## config.mk

```make
export PLATFORM = sky130hd
export DESIGN_NAME = resistor_ladder_button_decoder_core
export DESIGN_NICKNAME = d
export VERILOG_FILES = /design/src/hdl/rlbd_pkg.sv /design/src/hdl/rlbd_front.sv /design/src/hdl/rlbd_queue.sv /design/src/hdl/rlbd_back.sv /design/src/hdl/resistor_ladder_button_decoder_core.sv
export SDC_FILE = /design/constraint.sdc
export NUM_CORES = 1
export LEC_CHECK = 0
export ABC_AREA = 1
export ABC_CLOCK_PERIOD_IN_PS = 17600
export BUFFER_PORTS_ARGS = -buffer_cell sky130_fd_sc_hd__buf_2
export CAP_MARGIN = 20
export CORE_MARGIN = 4
export CORE_UTILIZATION = 57
export CTS_CLUSTER_DIAMETER = 40
export DETAILED_ROUTE_END_ITERATION = 7
export MAX_ROUTING_LAYER = met4
export PLACE_DENSITY = 0.74
export SLEW_MARGIN = 25
export SYNTH_ARGS = -nofsm -noshare
export SYNTH_HDL_FRONTEND = slang
export SYNTH_SLANG_ARGS = --single-unit
```

## constraint.sdc

```tcl
create_clock -name clock -period 17.6 [get_ports clock]
set_input_delay 2.64 -clock clock [delete_from_list [all_inputs] [get_ports clock]]
set_output_delay 2.64 -clock clock [all_outputs]
set_load 0.05 [all_outputs]
```

## src/hdl/rlbd_pkg.sv

```systemverilog
`timescale 1ns / 1ps

package rlbd_pkg;

   // Field and counter widths.
   localparam int SAMPLE_W    = 10;
   localparam int SUM_W       = 13;
   localparam int FILL_W      = 3;
   localparam int COUNT_W     = 8;
   localparam int BUTTON_W    = 3;
   localparam int SLOT_W      = 3;
   localparam int CSR_INDEX_W = 2;
   localparam int CSR_DATA_W  = 10;

   // Vote slots: slot zero counts "no button", the others follow the window order.
   localparam int NUM_SLOTS = 5;
   localparam logic [SLOT_W-1:0] SLOT_NONE     = 3'd0;
   localparam logic [SLOT_W-1:0] SLOT_FIRST    = 3'd1;
   localparam logic [SLOT_W-1:0] SLOT_SECOND   = 3'd2;
   localparam logic [SLOT_W-1:0] SLOT_THIRD    = 3'd3;
   localparam logic [SLOT_W-1:0] SLOT_FOURTH   = 3'd4;
   localparam logic [SLOT_W-1:0] SLOT_NO_CLASS = 3'd5;

   // Queue between the accumulator and the decision logic.
   localparam int QUEUE_DEPTH = 4;
   localparam int QPTR_W      = $clog2(QUEUE_DEPTH);

   // Configuration register indexes.
   localparam logic [CSR_INDEX_W-1:0] CSR_LADDER_MODE    = 2'd0;
   localparam logic [CSR_INDEX_W-1:0] CSR_VOTE_THRESHOLD = 2'd1;
   localparam logic [CSR_INDEX_W-1:0] CSR_MAX_AVERAGES   = 2'd2;
   localparam logic [CSR_INDEX_W-1:0] CSR_NULL_LEVEL     = 2'd3;

   // Configuration reset values.
   localparam logic                  RESET_LADDER_MODE    = 1'b0;
   localparam logic [COUNT_W-1:0]    RESET_VOTE_THRESHOLD = 8'd10;
   localparam logic [COUNT_W-1:0]    RESET_MAX_AVERAGES   = 8'd200;
   localparam logic [SAMPLE_W-1:0]   RESET_NULL_LEVEL     = 10'd5;

   // Button codes on the response channel.
   localparam logic [BUTTON_W-1:0] BTN_NONE     = 3'd0;
   localparam logic [BUTTON_W-1:0] BTN_NORTH    = 3'd1;
   localparam logic [BUTTON_W-1:0] BTN_EAST     = 3'd2;
   localparam logic [BUTTON_W-1:0] BTN_WEST     = 3'd3;
   localparam logic [BUTTON_W-1:0] BTN_SOUTH    = 3'd4;
   localparam logic [BUTTON_W-1:0] BTN_AUX_WEST = 3'd5;
   localparam logic [BUTTON_W-1:0] BTN_AUX_EAST = 3'd6;
   localparam logic [BUTTON_W-1:0] BTN_TIMEOUT  = 3'd7;

   // Window bounds, both exclusive.
   localparam logic [SAMPLE_W-1:0] NORTH_LO    = 10'd830;
   localparam logic [SAMPLE_W-1:0] NORTH_HI    = 10'd870;
   localparam logic [SAMPLE_W-1:0] EAST_LO     = 10'd703;
   localparam logic [SAMPLE_W-1:0] EAST_HI     = 10'd743;
   localparam logic [SAMPLE_W-1:0] WEST_LO     = 10'd495;
   localparam logic [SAMPLE_W-1:0] WEST_HI     = 10'd535;
   localparam logic [SAMPLE_W-1:0] SOUTH_LO    = 10'd312;
   localparam logic [SAMPLE_W-1:0] SOUTH_HI    = 10'd352;
   localparam logic [SAMPLE_W-1:0] AUX_WEST_LO = 10'd687;
   localparam logic [SAMPLE_W-1:0] AUX_WEST_HI = 10'd727;
   localparam logic [SAMPLE_W-1:0] AUX_EAST_LO = 10'd297;
   localparam logic [SAMPLE_W-1:0] AUX_EAST_HI = 10'd337;

   // One finished group of samples.
   typedef struct packed {
      logic             start;
      logic [SUM_W-1:0] sum;
   } group_type;

   // Configuration registers as seen by the decision logic.
   typedef struct packed {
      logic                mode;
      logic [COUNT_W-1:0]  threshold;
      logic [COUNT_W-1:0]  max_avg;
      logic [SAMPLE_W-1:0] null_level;
   } cfg_type;

   // Queue status toward the accumulator and the decision logic.
   typedef struct packed {
      logic full;
      logic valid;
   } queue_status_type;

endpackage

```

## src/hdl/rlbd_front.sv

```systemverilog
`timescale 1ns / 1ps

module rlbd_front import rlbd_pkg::*; #(
   parameter int GROUP_SIZE = 5
) (
   input  logic                clock,
   input  logic                reset,
   input  logic                req_valid,
   output logic                req_ready,
   input  logic [SAMPLE_W-1:0] req_sample,
   input  logic                req_scan_start,
   input  queue_status_type    q_status,
   output logic                q_push,
   output group_type           q_item
);

   // The fill count wraps at eight, so a group of eight ends on a count of zero.
   localparam logic [FILL_W-1:0] FillEnd = FILL_W'(GROUP_SIZE % 8);

   logic                active_ff, active_in;
   logic [SUM_W-1:0]    sum_ff, sum_in;
   logic [FILL_W-1:0]   fill_ff, fill_in;
   logic                start_ff, start_in;
   logic                take;
   logic [SUM_W-1:0]    base_sum, acc_sum;
   logic [FILL_W-1:0]   base_fill, acc_fill;
   logic                base_start;

   // A request is taken whenever the queue has room for a finished group.
   assign req_ready = !q_status.full;
   assign take      = req_valid && !q_status.full;

   // A scan start throws away the partial group and opens a new one.
   assign base_sum   = req_scan_start ? '0 : sum_ff;
   assign base_fill  = req_scan_start ? '0 : fill_ff;
   assign base_start = req_scan_start ? 1'b1 : start_ff;
   assign acc_sum    = base_sum + SUM_W'(req_sample);
   assign acc_fill   = base_fill + 1'b1;

   // Accumulate samples and hand each full group to the queue.
   always_comb begin
      active_in = active_ff;
      sum_in    = sum_ff;
      fill_in   = fill_ff;
      start_in  = start_ff;
      q_push    = 1'b0;
      q_item    = '0;
      if (take && (req_scan_start || active_ff)) begin
         active_in = 1'b1;
         if (acc_fill == FillEnd) begin
            q_push       = 1'b1;
            q_item.start = base_start;
            q_item.sum   = acc_sum;
            sum_in       = '0;
            fill_in      = '0;
            start_in     = 1'b0;
         end else begin
            sum_in   = acc_sum;
            fill_in  = acc_fill;
            start_in = base_start;
         end
      end
   end

   always_ff @(posedge clock) begin
      if (reset) begin
         active_ff <= 1'b0;
         sum_ff    <= '0;
         fill_ff   <= '0;
         start_ff  <= 1'b0;
      end else begin
         active_ff <= active_in;
         sum_ff    <= sum_in;
         fill_ff   <= fill_in;
         start_ff  <= start_in;
      end
   end

endmodule

```

## src/hdl/rlbd_queue.sv

```systemverilog
`timescale 1ns / 1ps

module rlbd_queue import rlbd_pkg::*; (
   input  logic             clock,
   input  logic             reset,
   input  logic             push,
   input  group_type        push_item,
   input  logic             pop,
   output group_type        head_item,
   output queue_status_type status
);

   group_type          entries_ff [QUEUE_DEPTH];
   logic [QPTR_W-1:0]  wr_ptr_ff, wr_ptr_in;
   logic [QPTR_W-1:0]  rd_ptr_ff, rd_ptr_in;
   logic [QPTR_W:0]    count_ff, count_in;

   assign head_item    = entries_ff[rd_ptr_ff];
   assign status.full  = (count_ff == (QPTR_W+1)'(QUEUE_DEPTH));
   assign status.valid = (count_ff != '0);

   // Pointer and occupancy update.
   always_comb begin
      wr_ptr_in = push ? wr_ptr_ff + 1'b1 : wr_ptr_ff;
      rd_ptr_in = pop ? rd_ptr_ff + 1'b1 : rd_ptr_ff;
      count_in  = count_ff;
      if (push && !pop) begin
         count_in = count_ff + 1'b1;
      end else if (pop && !push) begin
         count_in = count_ff - 1'b1;
      end
   end

   always_ff @(posedge clock) begin
      if (reset) begin
         wr_ptr_ff <= '0;
         rd_ptr_ff <= '0;
         count_ff  <= '0;
      end else begin
         wr_ptr_ff <= wr_ptr_in;
         rd_ptr_ff <= rd_ptr_in;
         count_ff  <= count_in;
      end
   end

   // Entry storage.
   always_ff @(posedge clock) begin
      if (push) begin
         entries_ff[wr_ptr_ff] <= push_item;
      end
   end

endmodule

```

## src/hdl/rlbd_back.sv

```systemverilog
`timescale 1ns / 1ps

module rlbd_back import rlbd_pkg::*; #(
   parameter int GROUP_SIZE = 5
) (
   input  logic                clock,
   input  logic                reset,
   input  cfg_type             cfg,
   input  queue_status_type    q_status,
   input  group_type           q_item,
   output logic                q_pop,
   output logic                rsp_valid,
   input  logic                rsp_ready,
   output logic [BUTTON_W-1:0] rsp_button
);

   // The average is taken as sum times a scaled reciprocal, which is low by at
   // most one for every sum below 2**SUM_W, then corrected from the remainder.
   localparam int RecipShift = 16;
   localparam int RecipW     = RecipShift + 1;
   localparam int ProdW      = SUM_W + RecipW;
   localparam logic [RecipW-1:0] Recip      = RecipW'((2 ** RecipShift) / GROUP_SIZE);
   localparam logic [SUM_W-1:0]  GroupConst = SUM_W'(GROUP_SIZE);

   // Sort an average into a vote slot.
   function automatic logic [SLOT_W-1:0] classify(input logic [SAMPLE_W-1:0] avg,
                                                 input cfg_type c);
      logic [SLOT_W-1:0] slot;
      begin
         slot = SLOT_NO_CLASS;
         if (c.mode == 1'b0) begin
            priority if (avg > NORTH_LO && avg < NORTH_HI) begin
               slot = SLOT_FIRST;
            end else if (avg > EAST_LO && avg < EAST_HI) begin
               slot = SLOT_SECOND;
            end else if (avg > WEST_LO && avg < WEST_HI) begin
               slot = SLOT_THIRD;
            end else if (avg > SOUTH_LO && avg < SOUTH_HI) begin
               slot = SLOT_FOURTH;
            end else if (avg < c.null_level) begin
               slot = SLOT_NONE;
            end else begin
               slot = SLOT_NO_CLASS;
            end
         end else begin
            priority if (avg > AUX_WEST_LO && avg < AUX_WEST_HI) begin
               slot = SLOT_FIRST;
            end else if (avg > AUX_EAST_LO && avg < AUX_EAST_HI) begin
               slot = SLOT_SECOND;
            end else if (avg < c.null_level) begin
               slot = SLOT_NONE;
            end else begin
               slot = SLOT_NO_CLASS;
            end
         end
         return slot;
      end
   endfunction

   // Map a slot to its button code under the current mode.
   function automatic logic [BUTTON_W-1:0] slot_code(input logic [SLOT_W-1:0] slot,
                                                    input logic mode);
      logic [BUTTON_W-1:0] code;
      begin
         code = BTN_NONE;
         unique case (slot)
            SLOT_FIRST:  code = mode ? BTN_AUX_WEST : BTN_NORTH;
            SLOT_SECOND: code = mode ? BTN_AUX_EAST : BTN_EAST;
            SLOT_THIRD:  code = BTN_WEST;
            SLOT_FOURTH: code = BTN_SOUTH;
            default:     code = BTN_NONE;
         endcase
         return code;
      end
   endfunction

   // Divide stage.
   logic                 a_valid_ff, a_valid_in;
   group_type            a_item_ff;
   logic [SAMPLE_W-1:0]  a_quot_ff;
   logic [ProdW-1:0]     prod;
   logic [SAMPLE_W-1:0]  quot_est;

   // Decision stage.
   logic                 b_fire, a_free;
   logic [SUM_W-1:0]     prod_back, remainder;
   logic [SAMPLE_W-1:0]  avg;
   logic [SLOT_W-1:0]    slot;
   logic                 scan_live;
   logic [COUNT_W-1:0]   seen_base, seen_next;
   logic [COUNT_W-1:0]   votes_base [NUM_SLOTS];
   logic [COUNT_W-1:0]   vote_cur, vote_next;
   logic                 hit, timeout;

   // Scan state and output register.
   logic                 active_ff, active_in;
   logic [COUNT_W-1:0]   seen_ff, seen_in;
   logic [COUNT_W-1:0]   votes_ff [NUM_SLOTS];
   logic [COUNT_W-1:0]   votes_in [NUM_SLOTS];
   logic                 rsp_valid_ff, rsp_valid_in;
   logic [BUTTON_W-1:0]  rsp_button_ff, rsp_button_in;

   assign rsp_valid  = rsp_valid_ff;
   assign rsp_button = rsp_button_ff;

   // Stage handshakes: the decision stage moves when the output register is free.
   assign b_fire     = a_valid_ff && (!rsp_valid_ff || rsp_ready);
   assign a_free     = !a_valid_ff || b_fire;
   assign q_pop      = q_status.valid && a_free;
   assign a_valid_in = q_pop || (a_valid_ff && !b_fire);

   // Reciprocal multiply for the quotient estimate.
   assign prod     = ProdW'(q_item.sum) * ProdW'(Recip);
   assign quot_est = prod[RecipShift +: SAMPLE_W];

   // Correct the estimate by one where the remainder reaches the group size.
   assign prod_back = SUM_W'(a_quot_ff) * GroupConst;
   assign remainder = a_item_ff.sum - prod_back;
   assign avg       = (remainder >= GroupConst) ? a_quot_ff + 1'b1 : a_quot_ff;
   assign slot      = classify(avg, cfg);

   // Counters as they stand for this group, cleared when it opens a scan.
   assign scan_live = a_item_ff.start || active_ff;
   assign seen_base = a_item_ff.start ? '0 : seen_ff;
   assign seen_next = (seen_base == '1) ? seen_base : seen_base + 1'b1;

   always_comb begin
      vote_cur = '0;
      for (int i = 0; i < NUM_SLOTS; i++) begin
         votes_base[i] = a_item_ff.start ? '0 : votes_ff[i];
         if (slot == SLOT_W'(i)) begin
            vote_cur = votes_base[i];
         end
      end
   end

   assign vote_next = (vote_cur == '1) ? vote_cur : vote_cur + 1'b1;
   assign hit       = (slot != SLOT_NO_CLASS) && (vote_next >= cfg.threshold);
   assign timeout   = (seen_next >= cfg.max_avg);

   // Vote, count and decide; a decision ends the scan.
   always_comb begin
      active_in     = active_ff;
      seen_in       = seen_ff;
      rsp_valid_in  = rsp_valid_ff && !rsp_ready;
      rsp_button_in = rsp_button_ff;
      for (int i = 0; i < NUM_SLOTS; i++) begin
         votes_in[i] = votes_ff[i];
      end
      if (b_fire && scan_live) begin
         active_in = 1'b1;
         seen_in   = seen_next;
         for (int i = 0; i < NUM_SLOTS; i++) begin
            votes_in[i] = (slot == SLOT_W'(i)) ? vote_next : votes_base[i];
         end
         if (hit) begin
            rsp_valid_in  = 1'b1;
            rsp_button_in = slot_code(slot, cfg.mode);
            active_in     = 1'b0;
         end else if (timeout) begin
            rsp_valid_in  = 1'b1;
            rsp_button_in = BTN_TIMEOUT;
            active_in     = 1'b0;
         end
      end
   end

   always_ff @(posedge clock) begin
      if (reset) begin
         a_valid_ff   <= 1'b0;
         active_ff    <= 1'b0;
         seen_ff      <= '0;
         rsp_valid_ff <= 1'b0;
         for (int i = 0; i < NUM_SLOTS; i++) begin
            votes_ff[i] <= '0;
         end
      end else begin
         a_valid_ff   <= a_valid_in;
         active_ff    <= active_in;
         seen_ff      <= seen_in;
         rsp_valid_ff <= rsp_valid_in;
         for (int i = 0; i < NUM_SLOTS; i++) begin
            votes_ff[i] <= votes_in[i];
         end
      end
   end

   // Payload registers.
   always_ff @(posedge clock) begin
      rsp_button_ff <= rsp_button_in;
      if (q_pop) begin
         a_item_ff <= q_item;
         a_quot_ff <= quot_est;
      end
   end

endmodule

```

## src/hdl/resistor_ladder_button_decoder_core.sv

```systemverilog
`timescale 1ns / 1ps

// Resistor-ladder keypad decoder.
// Requests carry one raw ADC sample and a scan_start flag on a valid/ready
// channel; a request with scan_start set opens a new scan with that sample.
// Samples are summed in groups of GROUP_SIZE, each group average is sorted
// into a button window and voted on, and a scan ends with one response on
// the rsp channel: the decided button, or timeout.
// The csr port writes the mode, vote threshold, average limit and null level,
// and is meant to be written only while no request is in flight.
// Throughput: one request per cycle while the queue has room. The accumulator
// ends a group into a four-entry queue; the divide and decision stages take
// one group per cycle while the output is free. A response passes through the
// queue, the divide register and the output register after its closing request.
// If rsp_ready stays low the response is held, the decision stages stop and
// the queue fills; req_ready drops only once the queue is full.
// Reset (synchronous) clears all scan state and loads the default register
// values; no scan is active until a request with scan_start arrives.
module resistor_ladder_button_decoder_core import rlbd_pkg::*; #(
   parameter int GROUP_SIZE = 5
) (
   input  logic                   clock,
   input  logic                   reset,
   input  logic                   req_valid,
   output logic                   req_ready,
   input  logic [SAMPLE_W-1:0]    req_sample,
   input  logic                   req_scan_start,
   output logic                   rsp_valid,
   input  logic                   rsp_ready,
   output logic [BUTTON_W-1:0]    rsp_button,
   input  logic                   csr_write_en,
   input  logic [CSR_INDEX_W-1:0] csr_index,
   input  logic [CSR_DATA_W-1:0]  csr_wdata
);

   cfg_type          cfg_ff, cfg_in;
   queue_status_type q_status;
   logic             q_push, q_pop;
   group_type        q_push_item, q_head_item;

   // Configuration registers.
   always_comb begin
      cfg_in = cfg_ff;
      if (csr_write_en) begin
         unique case (csr_index)
            CSR_LADDER_MODE:    cfg_in.mode       = csr_wdata[0];
            CSR_VOTE_THRESHOLD: cfg_in.threshold  = csr_wdata[COUNT_W-1:0];
            CSR_MAX_AVERAGES:   cfg_in.max_avg    = csr_wdata[COUNT_W-1:0];
            CSR_NULL_LEVEL:     cfg_in.null_level = csr_wdata[SAMPLE_W-1:0];
         endcase
      end
   end

   always_ff @(posedge clock) begin
      if (reset) begin
         cfg_ff.mode       <= RESET_LADDER_MODE;
         cfg_ff.threshold  <= RESET_VOTE_THRESHOLD;
         cfg_ff.max_avg    <= RESET_MAX_AVERAGES;
         cfg_ff.null_level <= RESET_NULL_LEVEL;
      end else begin
         cfg_ff <= cfg_in;
      end
   end

   // Sample accumulator.
   rlbd_front #(
      .GROUP_SIZE(GROUP_SIZE)
   ) u_front (
      .clock          (clock),
      .reset          (reset),
      .req_valid      (req_valid),
      .req_ready      (req_ready),
      .req_sample     (req_sample),
      .req_scan_start (req_scan_start),
      .q_status       (q_status),
      .q_push         (q_push),
      .q_item         (q_push_item)
   );

   // Group queue.
   rlbd_queue u_queue (
      .clock     (clock),
      .reset     (reset),
      .push      (q_push),
      .push_item (q_push_item),
      .pop       (q_pop),
      .head_item (q_head_item),
      .status    (q_status)
   );

   // Divide, classify, vote and respond.
   rlbd_back #(
      .GROUP_SIZE(GROUP_SIZE)
   ) u_back (
      .clock      (clock),
      .reset      (reset),
      .cfg        (cfg_ff),
      .q_status   (q_status),
      .q_item     (q_head_item),
      .q_pop      (q_pop),
      .rsp_valid  (rsp_valid),
      .rsp_ready  (rsp_ready),
      .rsp_button (rsp_button)
   );

   // The accumulator never pushes into a full queue.
   a_no_push_when_full: assert property (@(posedge clock) disable iff (reset)
      !(q_push && q_status.full))
      else $error("group pushed into a full queue");

   // The decision logic never pops an empty queue.
   a_no_pop_when_empty: assert property (@(posedge clock) disable iff (reset)
      !(q_pop && !q_status.valid))
      else $error("group popped from an empty queue");

   // A group can only be pushed while the request that closes it is taken.
   a_push_needs_request: assert property (@(posedge clock) disable iff (reset)
      q_push |-> (req_valid && req_ready))
      else $error("group pushed without an accepted request");

   // No response is pending right after reset.
   a_reset_clears_rsp: assert property (@(posedge clock)
      reset |=> !rsp_valid)
      else $error("response valid after reset");

endmodule

```

==> flow_metrics.tcl <==
set metrics [dict create \
    synth_async_sr_flop_share 0 \
    post_cts_buffers 0 \
    n_antenna_cell 0 \
    drc 0 \
    worst_pin_slew_ns 0.9625 \
    rsz0062_at_grt "false" \
    critPathTopFamily "simple AND/OR/NAND/NOR gates" \
    wl_per_cell_um 14.11 \
    crit_path_max_incr_delay_ns 0.51 \
    drtIter0Drc 896 \
    yosysTopAreaCell "edfxtp_1" \
    fin_nets 1955 \
    grt_pass1_vias 10490 \
    cts_inserted_buffers 17 \
    grt.total_usage 0.2347 \
    htreeDepth 4 \
    synthesis.area_um2 13600 \
    die_y_um 162.5 \
    instances_no_fill 2080 \
    cpMaxStageDelayCell "edfxtp_1" \
    ys_seq_area_frac 0.3378 \
    gp_congestion 0.8968 \
    syn-num-nets 1949 \
    design.die.area_um2 26400 \
    synth_top_area_frac 0.1833 \
    timing.fmax_mhz 117.8 \
    endpoint "u_back.rsp_valid$_SDFF_PP0_" \
    cts-root-buf "clkbuf_16" \
    synthTopCellsByArea "edfxtp_1 (18%), dfxtp_1 (15%), ha_1 (12%), nand2_1 (10%), inv_1 (8.1%)" \
    path_class "flip-flop to flip-flop" \
    dpl.hpwl_mm 22.07 \
    coreArea_um2 23470 \
    crit_cells 53 \
    critPathBufInv 8 \
    period_minus_slack_ns 8.492 \
    numClockSinks 188 \
    initial_utilization 0.5794 \
    top_layer "met4" \
    maxCapViolCount 0 \
    cp_max_fo 27 \
    hold_slack_ns 0.4602 \
    ios 33 \
    overflow 0 \
    synth_seq_cells 188 \
    areaGrowthSynthToFinish_pct 6.909 \
    ff2ff_path_depth 53 \
    slew_headroom 0.3576 \
    place_inst 2049 \
    setup_tns_ns 0 \
    cts_hold_buf 0 \
    met3WireLength_mm 1.205 \
    detail_route.first_pass.iterations 7 \
    rr_endpoint "u_back.rsp_valid$_SDFF_PP0_" \
    cts_tree "built" \
    grt_max_degree 90 \
    min_path_type "flip-flop to flip-flop" \
    cp-startpoint "u_back.a_quot_ff[6]$_DFFE_PP_" \
    cts.clk_slew.worst_paths_ns 0.07 \
    reg2reg_from "u_back.a_quot_ff[6]$_DFFE_PP_" \
    hold_viol 0 \
    finalWirelength_mm 29.36 \
    synth-edff-count 83 \
    m1WireLength_mm 13.71 \
    r2r_slack_ns 9.11 \
    port_buffers 32 \
    endpoint_kind "flip-flop" \
    critical_path_arrival_ns 8.79 \
    avgSynthCellArea_um2 7.803 \
    clock_path_buffers 2 \
    clk_latency_ns 0.43 \
    worst_ep_required_time_ns 17.89 \
    critPathLaunchType "flip-flop" \
    setup_viol 0 \
    antenna_found_initial 0 \
    grt_first_pass_wirelength_mm 49.71 \
    syn-instance-count 1743 \
    drive_gt1_frac 0.07893 \
    ys.flop_type "dfxtp_1" \
    synth_cell_type_count 54 \
    cts_resized 0 \
    period_share 0.4825 \
    design_area_um2 14540 \
    skew_ns 0.01239 \
    routed_via_density 5.279 \
    yosysWarnings 0 \
    placed_area_um2 13970 \
    outcome "complete, no violations" \
    fp.dieW_um 162.5 \
    vias 10980 \
    drv_slew 0 \
    met2_length_mm 14.08 \
    cpMostUsedCell "nand2_1" \
    core.rowCount 56 \
    ant_nets 0 \
]
area by class of cell:
| cell class | instances | area, µm² |
|---|---|---|
| fillers | 2043 | 8932 |
| multi-input cells | 1190 | 7581 |
| flip-flops and latches | 188 | 4594 |
| inverters | 311 | 1170 |
| clock buffers | 18 | 429.2 |
| well taps | 319 | 399.1 |
| repair buffers | 41 | 227.7 |
| clock inverters | 13 | 138.9 |
synthesized netlist by cell type (2+ instances only):
| cell type | count |
|---|---|
| nor2_2 | 2 |
| xor2_1 | 25 |
| o21a_1 | 8 |
| buf_2 | 3 |
| a21o_1 | 4 |
| buf_6 | 5 |
| buf_1 | 2 |
| a21oi_2 | 2 |
| o21bai_1 | 8 |
| a32oi_1 | 4 |
| clkinv_1 | 2 |
| o22ai_1 | 10 |
| fa_1 | 48 |
| ha_1 | 130 |
| nand2_2 | 19 |
| a31oi_1 | 2 |
| o21ai_2 | 6 |
| o21ai_1 | 4 |
| a21oi_1 | 164 |
| xnor2_1 | 14 |
| nand3b_1 | 5 |
| nor3_1 | 18 |
| nand2_4 | 2 |
| clkbuf_1 | 41 |
| nand4_1 | 28 |
| nand3_4 | 3 |
| nor2_4 | 6 |
| nand3_1 | 85 |
| nand2_1 | 365 |
| nor2_1 | 121 |
| buf_4 | 3 |
| or2_2 | 2 |
| a211oi_1 | 4 |
| inv_1 | 292 |
| inv_2 | 16 |
| nor4_1 | 3 |
| edfxtp_1 | 83 |
| nand3_2 | 5 |
| o21ai_0 | 76 |
| dfxtp_1 | 105 |
| o211ai_1 | 5 |
worst min-delay path: stages (launching register included):
cell and delay (ns):
dfxtp_1 0.30, inv_1 0.06, a21oi_1 0.05
worst min-delay path by stage:
| stage | startpoint | endpoint | depth (start not counted) |
|---|---|---|---|
| after global placement | u_front.fill_ff[1]$_SDFFE_PP0P_ | u_front.fill_ff[1]$_SDFFE_PP0P_ | 2 |
| final | cfg_ff[4]$_SDFFE_PP0P_ | cfg_ff[4]$_SDFFE_PP0P_ | 2 |
| after detailed placement | u_front.active_ff$_SDFFE_PP0P_ | u_front.active_ff$_SDFFE_PP0P_ | 2 |
| after global routing | u_back.votes_ff[0][31]$_SDFFE_PP0P_ | u_back.votes_ff[0][31]$_SDFFE_PP0P_ | 2 |
| after floorplan | cfg_ff[0]$_SDFFE_PP1P_ | cfg_ff[0]$_SDFFE_PP1P_ | 2 |
| after CTS | u_front.active_ff$_SDFFE_PP0P_ | u_front.active_ff$_SDFFE_PP0P_ | 2 |
stage by stage:
step	setup WS, ns	util
after global routing	8.166	0.6195
final	9.108	0.6195
after floorplan	10.24	-
after detailed placement	9.156	0.5953
after global placement	9.253	0.5953
after CTS	9.126	0.6195
flip-flops by register name (all words and copies together), names as in the netlist, named ones only:
name,count
u_back.a_item_ff,14
u_back.a_quot_ff,10
u_queue.entries_ff,56
u_queue.wr_ptr_ff,2
u_back.rsp_valid,1
u_back.a_valid_ff,1
u_front.start_ff,1
u_back.active_ff,1
u_back.rsp_button,3
cfg_ff,27
u_back.votes_ff,40
u_queue.rd_ptr_ff,2
u_front.fill_ff,3
u_back.seen_ff,8
u_queue.count_ff,3
u_front.sum_ff,13
u_front.active_ff,1
placed cells by master (no fill, tap or decap), types with 3 or more instances in the layout:
master,netlist,routed
o21ai_2,6,6
buf_4,3,9
nor2_4,6,6
dfxtp_1,105,105
inv_6,0,4
buf_2,3,32
o22ai_1,10,10
clkinv_1,2,3
nand3b_1,5,5
ha_1,130,130
inv_1,292,291
inv_2,16,17
a21o_1,4,4
nand3_1,85,85
o21bai_1,8,8
nand3_4,3,3
nand2_2,19,19
edfxtp_1,83,83
clkbuf_16,0,17
a211oi_1,4,4
a32oi_1,4,4
nand4_1,28,28
o21ai_0,76,76
o211ai_1,5,5
nor3_1,18,18
o21ai_1,4,4
fa_1,48,48
nand3_2,5,5
o21a_1,8,8
xnor2_1,14,14
nor2_1,121,121
nand2_1,365,365
nor4_1,3,3
xor2_1,25,25
a21oi_1,164,164
logic make-up (layout without fill, tap and decap cells):
logic type | Yosys count | after routing | share of synthesized area
buffers and inverters | 365 | 383 | 0.1048
AOI/OAI and AO/OA | 304 | 304 | 0.1239
and+or+nand+nor | 668 | 668 | 0.2169
xor gates and xnor gates | 40 | 40 | 0.02631
adders and majority gates | 178 | 178 | 0.1902
DFF | 188 | 188 | 0.3378
routing by layer:
layer / vias up / track usage
li1: 5658 / -
met1: 5068 / 0.3074
met2: 225 / 0.3914
met3: 29 / 0.03847
met4: 0 / 0.04383
met5: - / -
Power is left out: the tool's default activity adds up to more than one toggle a clock period on the data nets, which glitch-free logic cannot reach.
